`src/hw/rtl/clarke_park_transform_macros.svh`:
```
// Assertion macros shared by the Clarke/Park transform RTL.
`ifndef CLARKE_PARK_TRANSFORM_MACROS_SVH
`define CLARKE_PARK_TRANSFORM_MACROS_SVH

// Same-cycle implication, checked outside reset.
`define CPT_ASSERT_NOW(lbl, clk_s, rst_n_s, ante, cons) \
	lbl: assert property (@(posedge clk_s) disable iff (!(rst_n_s)) (ante) |-> (cons)) \
		else $error("clarke_park_transform: assertion failed");

// Next-cycle implication, checked outside reset.
`define CPT_ASSERT_NEXT(lbl, clk_s, rst_n_s, ante, cons) \
	lbl: assert property (@(posedge clk_s) disable iff (!(rst_n_s)) (ante) |=> (cons)) \
		else $error("clarke_park_transform: assertion failed");

`endif

```
`src/hw/rtl/cpt_pkg.sv`:
```
// Shared constants and elaboration-time helpers for the Clarke/Park transform.
package cpt_pkg;

	localparam int unsigned CPT_IN_FIELDS  = 7;
	localparam int unsigned CPT_OUT_FIELDS = 6;

	// Integer square root, bit by bit; used at elaboration only.
	function automatic logic [63:0] cpt_isqrt(input logic [63:0] x);
		logic [63:0] rem;
		logic [63:0] res;
		logic [63:0] probe;
		rem   = x;
		res   = '0;
		probe = 64'd1 << 62;
		for (int i = 0; i < 32; i++) begin
			if (probe > rem) begin
				probe = probe >> 2;
			end
		end
		for (int i = 0; i < 32; i++) begin
			if (probe != 64'd0) begin
				if (rem >= res + probe) begin
					rem = rem - (res + probe);
					res = (res >> 1) + probe;
				end else begin
					res = res >> 1;
				end
				probe = probe >> 2;
			end
		end
		return res;
	endfunction

	// round(2^frac / sqrt(3)) = round(sqrt(4^frac / 3))
	function automatic logic [63:0] cpt_inv_sqrt3(input int unsigned frac);
		logic [63:0] x;
		x = (64'd1 << (2 * frac + 2)) / 64'd3;
		return (cpt_isqrt(x) + 64'd1) >> 1;
	endfunction

endpackage

```
`src/hw/rtl/cpt_out_skid.sv`:
```
// Output register with a skid entry; upstream ready comes from a flop.
module cpt_out_skid import cpt_pkg::*; #(
	parameter int unsigned DATA_W = 96
) (
	input  logic              clk,
	input  logic              arst_n,
	input  logic              in_valid,
	output logic              in_ready,
	input  logic [DATA_W-1:0] in_data,
	output logic              out_valid,
	input  logic              out_ready,
	output logic [DATA_W-1:0] out_data
);

	logic              out_valid_q;
	logic [DATA_W-1:0] out_data_q;
	logic              skid_valid_q;
	logic [DATA_W-1:0] skid_data_q;

	assign in_ready  = !skid_valid_q;
	assign out_valid = out_valid_q;
	assign out_data  = out_data_q;

	always_ff @(posedge clk or negedge arst_n) begin
		if (!arst_n) begin
			out_valid_q  <= 1'b0;
			skid_valid_q <= 1'b0;
		end else begin
			if (out_ready || !out_valid_q) begin
				if (skid_valid_q) begin
					out_valid_q  <= 1'b1;
					skid_valid_q <= 1'b0;
				end else begin
					out_valid_q <= in_valid;
				end
			end else if (in_valid && !skid_valid_q) begin
				skid_valid_q <= 1'b1;
			end
		end
	end

	always_ff @(posedge clk) begin
		if (out_ready || !out_valid_q) begin
			if (skid_valid_q) begin
				out_data_q <= skid_data_q;
			end else begin
				out_data_q <= in_data;
			end
		end else if (in_valid && !skid_valid_q) begin
			skid_data_q <= in_data;
		end
	end

endmodule

```
`config.mk`:
```
export PLATFORM = sky130hd
export DESIGN_NAME = cpt_out_skid
export DESIGN_NICKNAME = d
export VERILOG_FILES = /design/src/hw/rtl/clarke_park_transform_macros.svh /design/src/hw/rtl/cpt_pkg.sv /design/src/hw/rtl/cpt_out_skid.sv
export SDC_FILE = /design/constraint.sdc
export NUM_CORES = 1
export LEC_CHECK = 0
export ABC_AREA = 1
export ABC_CLOCK_PERIOD_IN_PS = 7700
export BUFFER_PORTS_ARGS = -buffer_cell sky130_fd_sc_hd__buf_4
export CAP_MARGIN = 15
export CORE_MARGIN = 2
export CORE_UTILIZATION = 47
export DETAILED_ROUTE_END_ITERATION = 16
export GPL_TIMING_DRIVEN = 0
export PLACE_DENSITY = 0.76
export SETUP_SLACK_MARGIN = 0.4
export SLEW_MARGIN = 20
export SYNTH_ARGS = -nofsm -noshare
export SYNTH_HDL_FRONTEND = slang
export SYNTH_SLANG_ARGS = --single-unit
```
`constraint.sdc`:
```
create_clock -name clk -period 7.7 [get_ports clk]
set_input_delay 0.77 -clock clk [delete_from_list [all_inputs] [get_ports clk]]
set_output_delay 0.77 -clock clk [all_outputs]
set_load 0.05 [all_outputs]
```
==> flow_summary.ini <==
[outcome]
status = finished clean

[final_layout]
nets = 831
diodes = 0
drive_above_1_share_pct = 33.6
areaGrowthSynthToFinish_pct = 33.8

[worst_setup_path]
cp-end-kind = flip-flop
cp_max_fo = 99
path_buf_inv = 5
critical_path_class = input port to flip-flop
max_stage_delay_ns = 0.62
crit_chain = buf_4, inv_1, nand2_8, nor2_4, buf_16, buf_16, buf_16
critPathLaunch = out_ready
critPathMostFrequentCell = buf_16
timing.rr.start = out_valid
crit_family = simple AND/OR/NAND/NOR gates
cp_data_arrival_time_ns = 2.68
slowest_stage = nor2_4
cp.required_ns = 7.82
cp-start-kind = input port

[sta]
finClkSkew_ns = 0.00817
period_share_pct = 33.4
finalCriticalPeriod_ns = 2.57
finalSetupViolations = 0
tightest_slew_ns = 0.793
fin_ws_ns = 5.13
tns_ns = 0
max_freq_ghz = 0.389
rsz0062_at_grt = false
slew_headroom_pct = 47.1
hold_violations = 0
drv_slew = 0

[yosys]
yosysWarnings = 0
synth.avg_cell_area_um2 = 13.8
seq_area_frac_synth_pct = 82.3
ys_seq_elements = 194
postSynthNetCount = 611
syn_inst = 511
ys_types = 9
syn_area_mm2 = 0.00707

[place]
place_ws_ns = 4.63
gp_congestion = 0.766
numPortBuffers = 197
dp_hpwl_mm = 10.1

[power]
finalPower_uw = 2560
p_per_area_mw_per_mm2 = 270
peakVddDrop_v = 0.000150
p_leak_uw = 0.00408

[clock_tree]
post_cts_buffers = 0
htreeDepth = 4
cts_buffers = 17
cts_hold_buffers = 0
cts_tree = built
insertion_delay_ns = 0.41
clk_path_buf_depth = 2
path_clk_slew_ns = 0.06
cts_resized = 0
clockRootBuffer = clkbuf_16
clock_sinks = 194

[floorplanning]
fp.dieH_um = 127
rows = 44
coreArea_mm2 = 0.0146
ios = 198
dieArea_mm2 = 0.0160
start_util_pct = 48.4
chipWidth_um = 127

[route]
remaining_drc_errors = 0
wl_mm = 14.7
ant_nets = 0
wire_per_inst_um = 15.8
vias = 4499
drt-vias-per-instance = 4.85
drt_iter0_drc = 348
firstDrtPassIters = 5

[global_route]
grt_max_degree = 100
grt_use_total_pct = 18.2
overflow = 0
grt_pass1_wl_mm = 22.5
first_global_vias = 4453
antenna_found_initial = 0

[min_path]
hp-class = input port to async pin

[job]
drv_cap = 0
[cell usage in the layout (no fill, tap or decap)]
master      count
buf_12          1
buf_16          3
buf_2          13
buf_4         202
buf_6           3
bufinv_16       2
clkbuf_1        4
clkbuf_16      17
clkinv_1        2
clkinv_2        1
clkinvlp_4      4
dfrtp_1         2
edfxtp_1      192
inv_1           1
inv_4           1
inv_6           1
nand2_1       290
nand2_8         1
nor2_1          2
nor2_4          1
[per-layer routing]
metal	routed length [um]	global-route usage [%]	share of wire, %	vias to the layer above
met3	1160	5.48	7.9	12
met4	179	6.85	1.2	0
met2	7410	29.5	51	174
li1	-	-	-	2166
met1	5910	23.2	40	2147
met5	0	0	0	-
[metrics by stage]
step	utilization, %	instances	hold WS [ns]	area (um2)
6_report	64.8	927	0.136	9450
4_1_cts	64.8	927	0.118	9450
3_5_place_dp	61.0	896	0.502	8900
5_1_grt	64.8	927	0.114	9450
2_1_floorplan	-	511	0.474	7070
3_3_place_gp	60.2	892	0.499	8780
[cells by family (layout without fill, tap and decap cells)]
group                  count (synthesis)  count (layout)  share of synthesized area (%)
buffers and inverters                 23             255                           2.07
and+or+nand+nor                      294             294                           15.6
DFF                                  194             194                           82.3
[power by group]
group,switching [uW],internal (uW),total [uW]
combinational,311,134,444
sequential,21.9,1260,1280
clock,356,475,831
[cell usage after synthesis]
library cell / instances / area [um2]
dfrtp_1: 2 / 50.1
buf_4: 5 / 37.5
inv_4: 1 / 6.26
edfxtp_1: 192 / 5770
nor2_1: 3 / 11.3
buf_2: 13 / 65.1
inv_1: 1 / 3.75
buf_6: 3 / 33.8
nand2_1: 291 / 1090
[cell type report]
| cell class | instances | area, um2 |
|---|---|---|
| clock inverters | 10 | 111 |
| multi-input cells | 294 | 1130 |
| flip-flops and latches | 194 | 5820 |
| clock buffers | 21 | 440 |
| well taps | 184 | 230 |
| inverters | 2 | 10.0 |
| repair buffers | 201 | 1580 |
| plain buffers | 21 | 136 |
| fillers | 1108 | 5140 |
[sequential cells by signal (all words and copies together) (netlist names)]
signal        count
out_data         96
out_valid         1
skid_data_q      96
skid_valid_q      1
[worst paths after layout]
check,slack (ns),to,depth (start not counted)
min,0.14,skid_valid_q,1
max,5.13,skid_data_q[53],7
max in group asynchronous,7.47,out_valid,1
max reg2reg,5.24,skid_data_q[53],5
min reg2reg,0.51,out_data[92],2
min in group clk,0.51,out_data[92],2
No activity file was read; power rests on OpenSTA's default activity.
