## src/hw/rtl/clarke_park_transform_macros.svh

```systemverilog
// Assertion macros shared by the Clarke/Park transform RTL.
`ifndef CLARKE_PARK_TRANSFORM_MACROS_SVH
`define CLARKE_PARK_TRANSFORM_MACROS_SVH

// Same-cycle implication, checked outside reset.
`define CPT_ASSERT_NOW(lbl, clk_s, rst_n_s, ante, cons) \
	lbl: assert property (@(posedge clk_s) disable iff (!(rst_n_s)) (ante) |-> (cons)) \
		else $error("clarke_park_transform: assertion failed");

// Next-cycle implication, checked outside reset.
`define CPT_ASSERT_NEXT(lbl, clk_s, rst_n_s, ante, cons) \
	lbl: assert property (@(posedge clk_s) disable iff (!(rst_n_s)) (ante) |=> (cons)) \
		else $error("clarke_park_transform: assertion failed");

`endif

```

## src/hw/rtl/cpt_pkg.sv

```systemverilog
// Shared constants and elaboration-time helpers for the Clarke/Park transform.
package cpt_pkg;

	localparam int unsigned CPT_IN_FIELDS  = 7;
	localparam int unsigned CPT_OUT_FIELDS = 6;

	// Integer square root, bit by bit; used at elaboration only.
	function automatic logic [63:0] cpt_isqrt(input logic [63:0] x);
		logic [63:0] rem;
		logic [63:0] res;
		logic [63:0] probe;
		rem   = x;
		res   = '0;
		probe = 64'd1 << 62;
		for (int i = 0; i < 32; i++) begin
			if (probe > rem) begin
				probe = probe >> 2;
			end
		end
		for (int i = 0; i < 32; i++) begin
			if (probe != 64'd0) begin
				if (rem >= res + probe) begin
					rem = rem - (res + probe);
					res = (res >> 1) + probe;
				end else begin
					res = res >> 1;
				end
				probe = probe >> 2;
			end
		end
		return res;
	endfunction

	// round(2^frac / sqrt(3)) = round(sqrt(4^frac / 3))
	function automatic logic [63:0] cpt_inv_sqrt3(input int unsigned frac);
		logic [63:0] x;
		x = (64'd1 << (2 * frac + 2)) / 64'd3;
		return (cpt_isqrt(x) + 64'd1) >> 1;
	endfunction

endpackage

```

## src/hw/rtl/cpt_shift_sat.sv

```systemverilog
// Arithmetic right shift (floor) followed by signed saturation.
module cpt_shift_sat import cpt_pkg::*; #(
	parameter int unsigned IN_W  = 33,
	parameter int unsigned OUT_W = 16,
	parameter int unsigned SHIFT = 14
) (
	input  logic signed [IN_W-1:0]  din,
	output logic signed [OUT_W-1:0] dout
);

	logic signed [IN_W-1:0]  shifted;
	logic        [IN_W-OUT_W:0] upper;
	logic signed [OUT_W-1:0] max_val;
	logic signed [OUT_W-1:0] min_val;

	assign max_val = {1'b0, {(OUT_W-1){1'b1}}};
	assign min_val = {1'b1, {(OUT_W-1){1'b0}}};

	always_comb begin
		shifted = din >>> SHIFT;
		upper   = shifted[IN_W-1:OUT_W-1];
		// in range when all bits above the result sign agree with it
		if ((&upper) || !(|upper)) begin
			dout = shifted[OUT_W-1:0];
		end else if (shifted[IN_W-1]) begin
			dout = min_val;
		end else begin
			dout = max_val;
		end
	end

endmodule

```

## config.mk

```make
export PLATFORM = sky130hd
export DESIGN_NAME = cpt_shift_sat
export DESIGN_NICKNAME = d
export VERILOG_FILES = /design/src/hw/rtl/clarke_park_transform_macros.svh /design/src/hw/rtl/cpt_pkg.sv /design/src/hw/rtl/cpt_shift_sat.sv
export SDC_FILE = /design/constraint.sdc
export NUM_CORES = 1
export LEC_CHECK = 0
export BUFFER_PORTS_ARGS = -buffer_cell sky130_fd_sc_hd__buf_2
export CAP_MARGIN = 0
export CORE_AREA = 4 4 41 43
export DETAILED_ROUTE_END_ITERATION = 6
export DIE_AREA = 0 0 45 47
export PLACE_DENSITY = 0.77
export SLEW_MARGIN = 10
export SYNTH_ARGS = -nofsm -noshare
export SYNTH_HDL_FRONTEND = slang
export SYNTH_SLANG_ARGS = --single-unit
```

## constraint.sdc

```tcl
create_clock -name vclk -period 1.04
set_clock_uncertainty 0.15 [all_clocks]
set_input_delay 0.156 -clock vclk [all_inputs]
set_output_delay 0.156 -clock vclk [all_outputs]
set_load 0.02 [all_outputs]
```

==> impl_metrics.tcl, run 1 <==
set metrics [dict create \
    ys_warn_count 0 \
    netlist_area_um2 374 \
    start_util_pct 28.8 \
    status "aborted with a tool error" \
    placed_cells 120 \
    synth_xor_xnor_area_share_pct 0 \
    synth_mux_area_share_pct 0 \
    cts_setup_buffers 3 \
    dieHeight_um 47 \
    synth_top_family_by_area "simple AND/OR/NAND/NOR gates" \
    place_congestion 0.675 \
    placed_area_um2 987 \
    cts_resized 71 \
    syn_inst 56 \
    synth.distinct_cells 8 \
    synth_compound_area_share_pct 35.1 \
    error_line "[ERROR DPL-0038] Utilization greater than 100%, impossible to legalize" \
    core.rowCount 13 \
    num_io_pins 49 \
    dpl.hpwl_mm 1.31 \
    synthAdderAreaFrac_pct 0 \
    synth_seq_area_share_pct 0 \
    die_w_um 45 \
    cts_hold_buffers 0 \
    synth-simple-area-share_pct 45.2 \
    syn_area_per_cell_um2 6.68 \
    synth_nets 89 \
    stop_stage "4_1_cts" \
    numPortBuffers 35 \
]
## stage by stage
| step | util, % | worst slack (ns) |
|---|---|---|
| 3_3_place_gp | 75.9 | -0.305 |
| 3_5_place_dp | 75.9 | -0.339 |
| 2_1_floorplan | - | -0.0746 |
## synthesized netlist by cell type
cell,instances,area (um^2)
a21boi_0,15,113
nor3_1,15,75.1
nor4_1,15,93.8
buf_2,4,20.0
buf_6,4,45.0
a21boi_4,1,18.8
clkbuf_1,1,3.75
clkbuf_2,1,5.00
## logic make-up after synthesis
family                 count (synthesis)
AOI/OAI and AO/OA                     16
buffers and inverters                 10
and+or+nand+nor                       30
==> run 2: changes to the inputs <==
Settings changed: CORE_AREA 4 4 41 43 to 4 4 65 67, DIE_AREA 0 0 45 47 to 0 0 69 71, PLACE_DENSITY 0.77 to default, PLACE_DENSITY_LB_ADDON from default to 0.15.
==> impl_metrics.tcl, run 2 <==
set metrics [dict create \
    slew_violations 0 \
    fin_ws_ns -0.259 \
    multi_input_area_um2 669 \
    drtIter0Drc 13 \
    critPathMaxFanout 6 \
    syn_inst 56 \
    areaGrowthSynthToFinish_pct 275 \
    final_nets 147 \
    synth-simple-area-share_pct 45.2 \
    drv_cap 0 \
    fillerInstances 377 \
    core_area_um2 3630 \
    num_vias 674 \
    numPortBuffers 35 \
    ys_warn_count 0 \
    drtPass1Iterations 3 \
    whs_path_depth 3 \
    ys_top_cells_by_area "a21boi_0 (30%), nor4_1 (25%), nor3_1 (20%)" \
    grt_pass1_wl_mm 3.64 \
    peakVddDrop_mv 0.210 \
    core.rowCount 22 \
    status "finished, violations left" \
    avgViaCountPerCell 4.21 \
    failed_checks "setup timing" \
    grt_pass1_vias 747 \
    total_power_mw 0.688 \
    crit_type "input port to output pin" \
    place_congestion 0.667 \
    startpoint_type "input port" \
    design.seq.count 0 \
    mostFrequentLayoutCell "buf_4" \
    synthTopCellsByCount "a21boi_0 (15), nor3_1 (15), nor4_1 (15)" \
    worst_setup_path_end_kind "output pin" \
    grt_max_degree 13 \
    fin_crit_ns 1.30 \
    die_area_um2 4900 \
    holdWs_ns 0.576 \
    die_w_um 69 \
    synth.distinct_cells 8 \
    cp_data_required_time_ns 0.73 \
    grt_antenna_before_repair 0 \
    min_path_type "input port to output pin" \
    netlist_area_um2 374 \
    grt_overflow 0 \
    max_freq_ghz 0.770 \
    final_cell_mix "buf_4 (21), buf_6 (18), buf_2 (16)" \
    yosys.area.top_type_share_pct 30.1 \
    layout-drive-gt1-share_pct 86.6 \
    rsz0062_at_grt "yes" \
    start_util_pct 10.3 \
    hold_violations 0 \
    synth_top_area_cell "a21boi_0" \
    ant_nets 0 \
    synth_compound_area_share_pct 35.1 \
    seq_area_um2 0 \
    synth_mux_area_share_pct 0 \
    drt_wl_total_mm 2.07 \
    wire_per_inst_um 12.9 \
    powerDensity_nw_per_um2 491 \
    dieHeight_um 71 \
    synthAdderAreaFrac_pct 0 \
    hp-start "din[32]" \
    grt_usage_pct 8.60 \
    period_share_pct 125 \
    antenna_cells 0 \
    clock_buffers 0 \
    synth_xor_xnor_area_share_pct 0 \
    max-slew-margin-rel_pct 81.1 \
    synth_nets 89 \
    setup_violations 15 \
    p_leak_nw 0.523 \
    syn_area_per_cell_um2 6.68 \
    dpl.hpwl_mm 1.50 \
    synth_seq_area_share_pct 0 \
    drc 0 \
    worstPathArrival_ns 0.99 \
    min_to "dout[15]" \
    tightest_slew_ns 0.282 \
    num_io_pins 49 \
    synth_top_family_by_area "simple AND/OR/NAND/NOR gates" \
    startpoint "din[30]" \
]
[run 2: cell counts after synthesis]
Identical to the previous run, type by type.
[run 2: cell type report]
class                      instances  share of cell area [%]
multi-input combinational         46                    47.7
tap                               48                    4.28
timing repair buffer              66                    48.0
[run 2: power breakdown]
| group | total (mW) | internal (mW) | switching [mW] |
|---|---|---|---|
| clock | 0 | 0 | 0 |
| sequential | 0 | 0 | 0 |
| combinational | 0.688 | 0.360 | 0.328 |
| total | 0.688 | 0.360 | 0.328 |
[run 2: cell families after synthesis]
| family | count (synthesis) |
|---|---|
| compound gates | 16 |
| simple gates | 30 |
| buf+inv | 10 |
[run 2: routing by layer]
metal | GRT usage, % | share of wire, %
met1 | 11.7 | 45
met2 | 15.0 | 48
met3 | 1.56 | 6.9
met4 | 0 | 0
met5 | 0 | 0
[run 2: worst max-delay path by stage]
stage / cells past startpoint / endpoint / slack (ns)
floorplan: 4 / dout[10] / -0.07
global placement: 6 / dout[5] / -0.31
detailed placement: 5 / dout[2] / -0.34
CTS: 6 / dout[5] / -0.26
global route: 6 / dout[5] / -0.29
finish: 6 / dout[5] / -0.26
[run 2: stage by stage]
step	util (%)	setup WS, ns	setup TNS [ns]	cell area [um^2]	std cells
final	38.6	-0.259	-3.19	1400	160
after global routing	38.6	-0.289	-3.68	1400	160
after CTS	37.3	-0.265	-3.38	1360	159
after detailed placement	29.4	-0.344	-4.71	1070	155
after global placement	29.4	-0.313	-4.49	1070	155
after floorplan	-	-0.0746	-1.01	708	56
[run 2: worst max-delay path, stage by stage]
cell and delay (ns):
buf_8 0.10, buf_12 0.13, buf_12 0.14, nor4_4 0.25, nor3_4 0.08, buf_6 0.13
[run 2: repair_timing]
| item | CTS | global route |
|---|---|---|
| pin swaps | 11 | 10 |
| gates resized for setup | 55 | 12 |
| hold endpoints to repair | 0 | 0 |
| cloned | 3 | 0 |
| endpoints found under the setup margin | 15 | 15 |
| hold buffers | 0 | 0 |
| setup buffers | 1 | 1 |
No activity file was read; power rests on OpenSTA's default activity.
==> run 3: changes to the inputs <==
Settings changed: MAX_ROUTING_LAYER from default to met4.
==> impl_metrics.tcl, run 3 (synthesized netlist as in run 2, its figures left out) <==
set metrics [dict create \
    status "finished, violations left" \
    failed_checks "setup timing" \
    fillerInstances 377 \
    startpoint "din[30]" \
    period_share_pct 125 \
    stdcell_area_um2 1400 \
    grt_antenna_before_repair 0 \
    setup_violations 15 \
    die_w_um 69 \
    critical_path_buf_inv_count 4 \
    final_nets 147 \
    clock_buffers 0 \
    tightest_slew_ns 0.282 \
    power_switching_mw 0.328 \
    cpPeakStageDelay_ns 0.25 \
    internal_power_mw 0.360 \
    numPortBuffers 35 \
    grt_pass1_wl_mm 3.64 \
    drv_cap 0 \
    grt_max_degree 13 \
    areaGrowthSynthToFinish_pct 275 \
    wl_met3_um 127 \
    antenna_cells 0 \
    p_leak_nw 0.523 \
    worst_setup_path_end_kind "output pin" \
    fin_crit_ns 1.30 \
    rsz0062_at_grt "yes" \
    mostFrequentLayoutCell "buf_4" \
    avgViaCountPerCell 4.21 \
    crit_chain "buf_8, buf_12, buf_12, nor4_4, nor3_4, buf_6" \
    layout-drive-gt1-share_pct 86.6 \
    placed_area_um2 1070 \
    critPathMostFrequentCell "buf_12" \
    max-slew-margin-rel_pct 81.1 \
    dieHeight_um 71 \
    wl_met1_um 954 \
    seq_area_um2 0 \
    drtPass1Iterations 3 \
    finalSetupTns_ns -3.19 \
    cp_data_required_time_ns 0.73 \
    max_freq_ghz 0.770 \
    ant_nets 0 \
    start_util_pct 10.3 \
    min_path_type "input port to output pin" \
    drtIter0Drc 13 \
    final_cell_mix "buf_4 (21), buf_6 (18), buf_2 (16)" \
    hold_violations 0 \
    num_vias 674 \
    fin_ws_ns -0.259 \
    grt_pass1_vias 747 \
    worstPathArrival_ns 0.99 \
    route.met2.wl_um 986 \
    design.seq.count 0 \
    crit_type "input port to output pin" \
    num_io_pins 49 \
    peakVddDrop_mv 0.210 \
    switching_share_pct 47.7 \
    slew_violations 0 \
    critPathMaxFanout 6 \
    cp_slowest_cell "nor4_4" \
    core.rowCount 22 \
    place_congestion 0.674 \
    dpl.hpwl_mm 1.50 \
    wire_per_inst_um 12.9 \
    clkPwrFrac_pct 0 \
    grt_overflow 0 \
    core_area_um2 3630 \
    cpLargestDelayFamily "buffers and inverters" \
    startpoint_type "input port" \
    drc 0 \
    powerDensity_nw_per_um2 490 \
    seq_power_share_pct 0 \
    grt_usage_pct 8.85 \
    combPwrFrac_pct 100.0 \
    maxUsedRoutingLayer "met3" \
    hp-start "din[32]" \
    drt_wl_total_mm 2.07 \
    worstSetupPathDepth 6 \
    die_area_um2 4900 \
    total_power_mw 0.688 \
    crit_end "dout[5]" \
]
==> run 3: power groups by stage <==
stage	combinational (mW)	sequential [mW]	clock (mW)
2_1_floorplan	0.327	0	0
3_3_place_gp	0.515	0	0
3_5_place_dp	0.520	0	0
4_1_cts	0.671	0	0
5_1_grt	0.732	0	0
6_report	0.688	0	0
==> run 3: how the worst min path moves through the flow <==
stage	endpoint	slack [ns]	cells past startpoint
floorplan	dout[15]	0.31	1
global placement	dout[4]	0.56	4
detailed placement	dout[4]	0.56	4
CTS	dout[15]	0.59	3
global route	dout[15]	0.61	3
finish	dout[15]	0.58	3
==> run 3: what timing repair did <==
item / in CTS / in global routing
endpoints found under the hold margin: 0 / 0
endpoints found under the setup margin: 15 / 15
pin swaps: 11 / 10
cloned: 3 / 0
hold buffers: 0 / 0
setup buffers: 1 / 1
resized for setup: 55 / 12
==> run 3: layout make-up <==
class / instances / area [um^2] / area share [%]
timing repair buffer: 66 / 673 / 48.0
multi-input combinational: 46 / 669 / 47.7
tap: 48 / 60.1 / 4.28
==> run 3: stage by stage <==
stage / worst slack (ns) / std cells / util, % / hold slack, ns
after floorplan: -0.0746 / 56 / - / 0.306
after global placement: -0.313 / 155 / 29.4 / 0.559
after detailed placement: -0.344 / 155 / 29.4 / 0.561
after CTS: -0.265 / 159 / 37.3 / 0.586
after global routing: -0.289 / 160 / 38.6 / 0.606
final: -0.259 / 160 / 38.6 / 0.576
==> run 3: layer usage <==
| metal | global-route usage [%] | vias up |
|---|---|---|
| li1 | - | 339 |
| met1 | 11.9 | 308 |
| met2 | 15.0 | 27 |
| met3 | 1.28 | 0 |
| met4 | 0 | 0 |
| met5 | - | - |
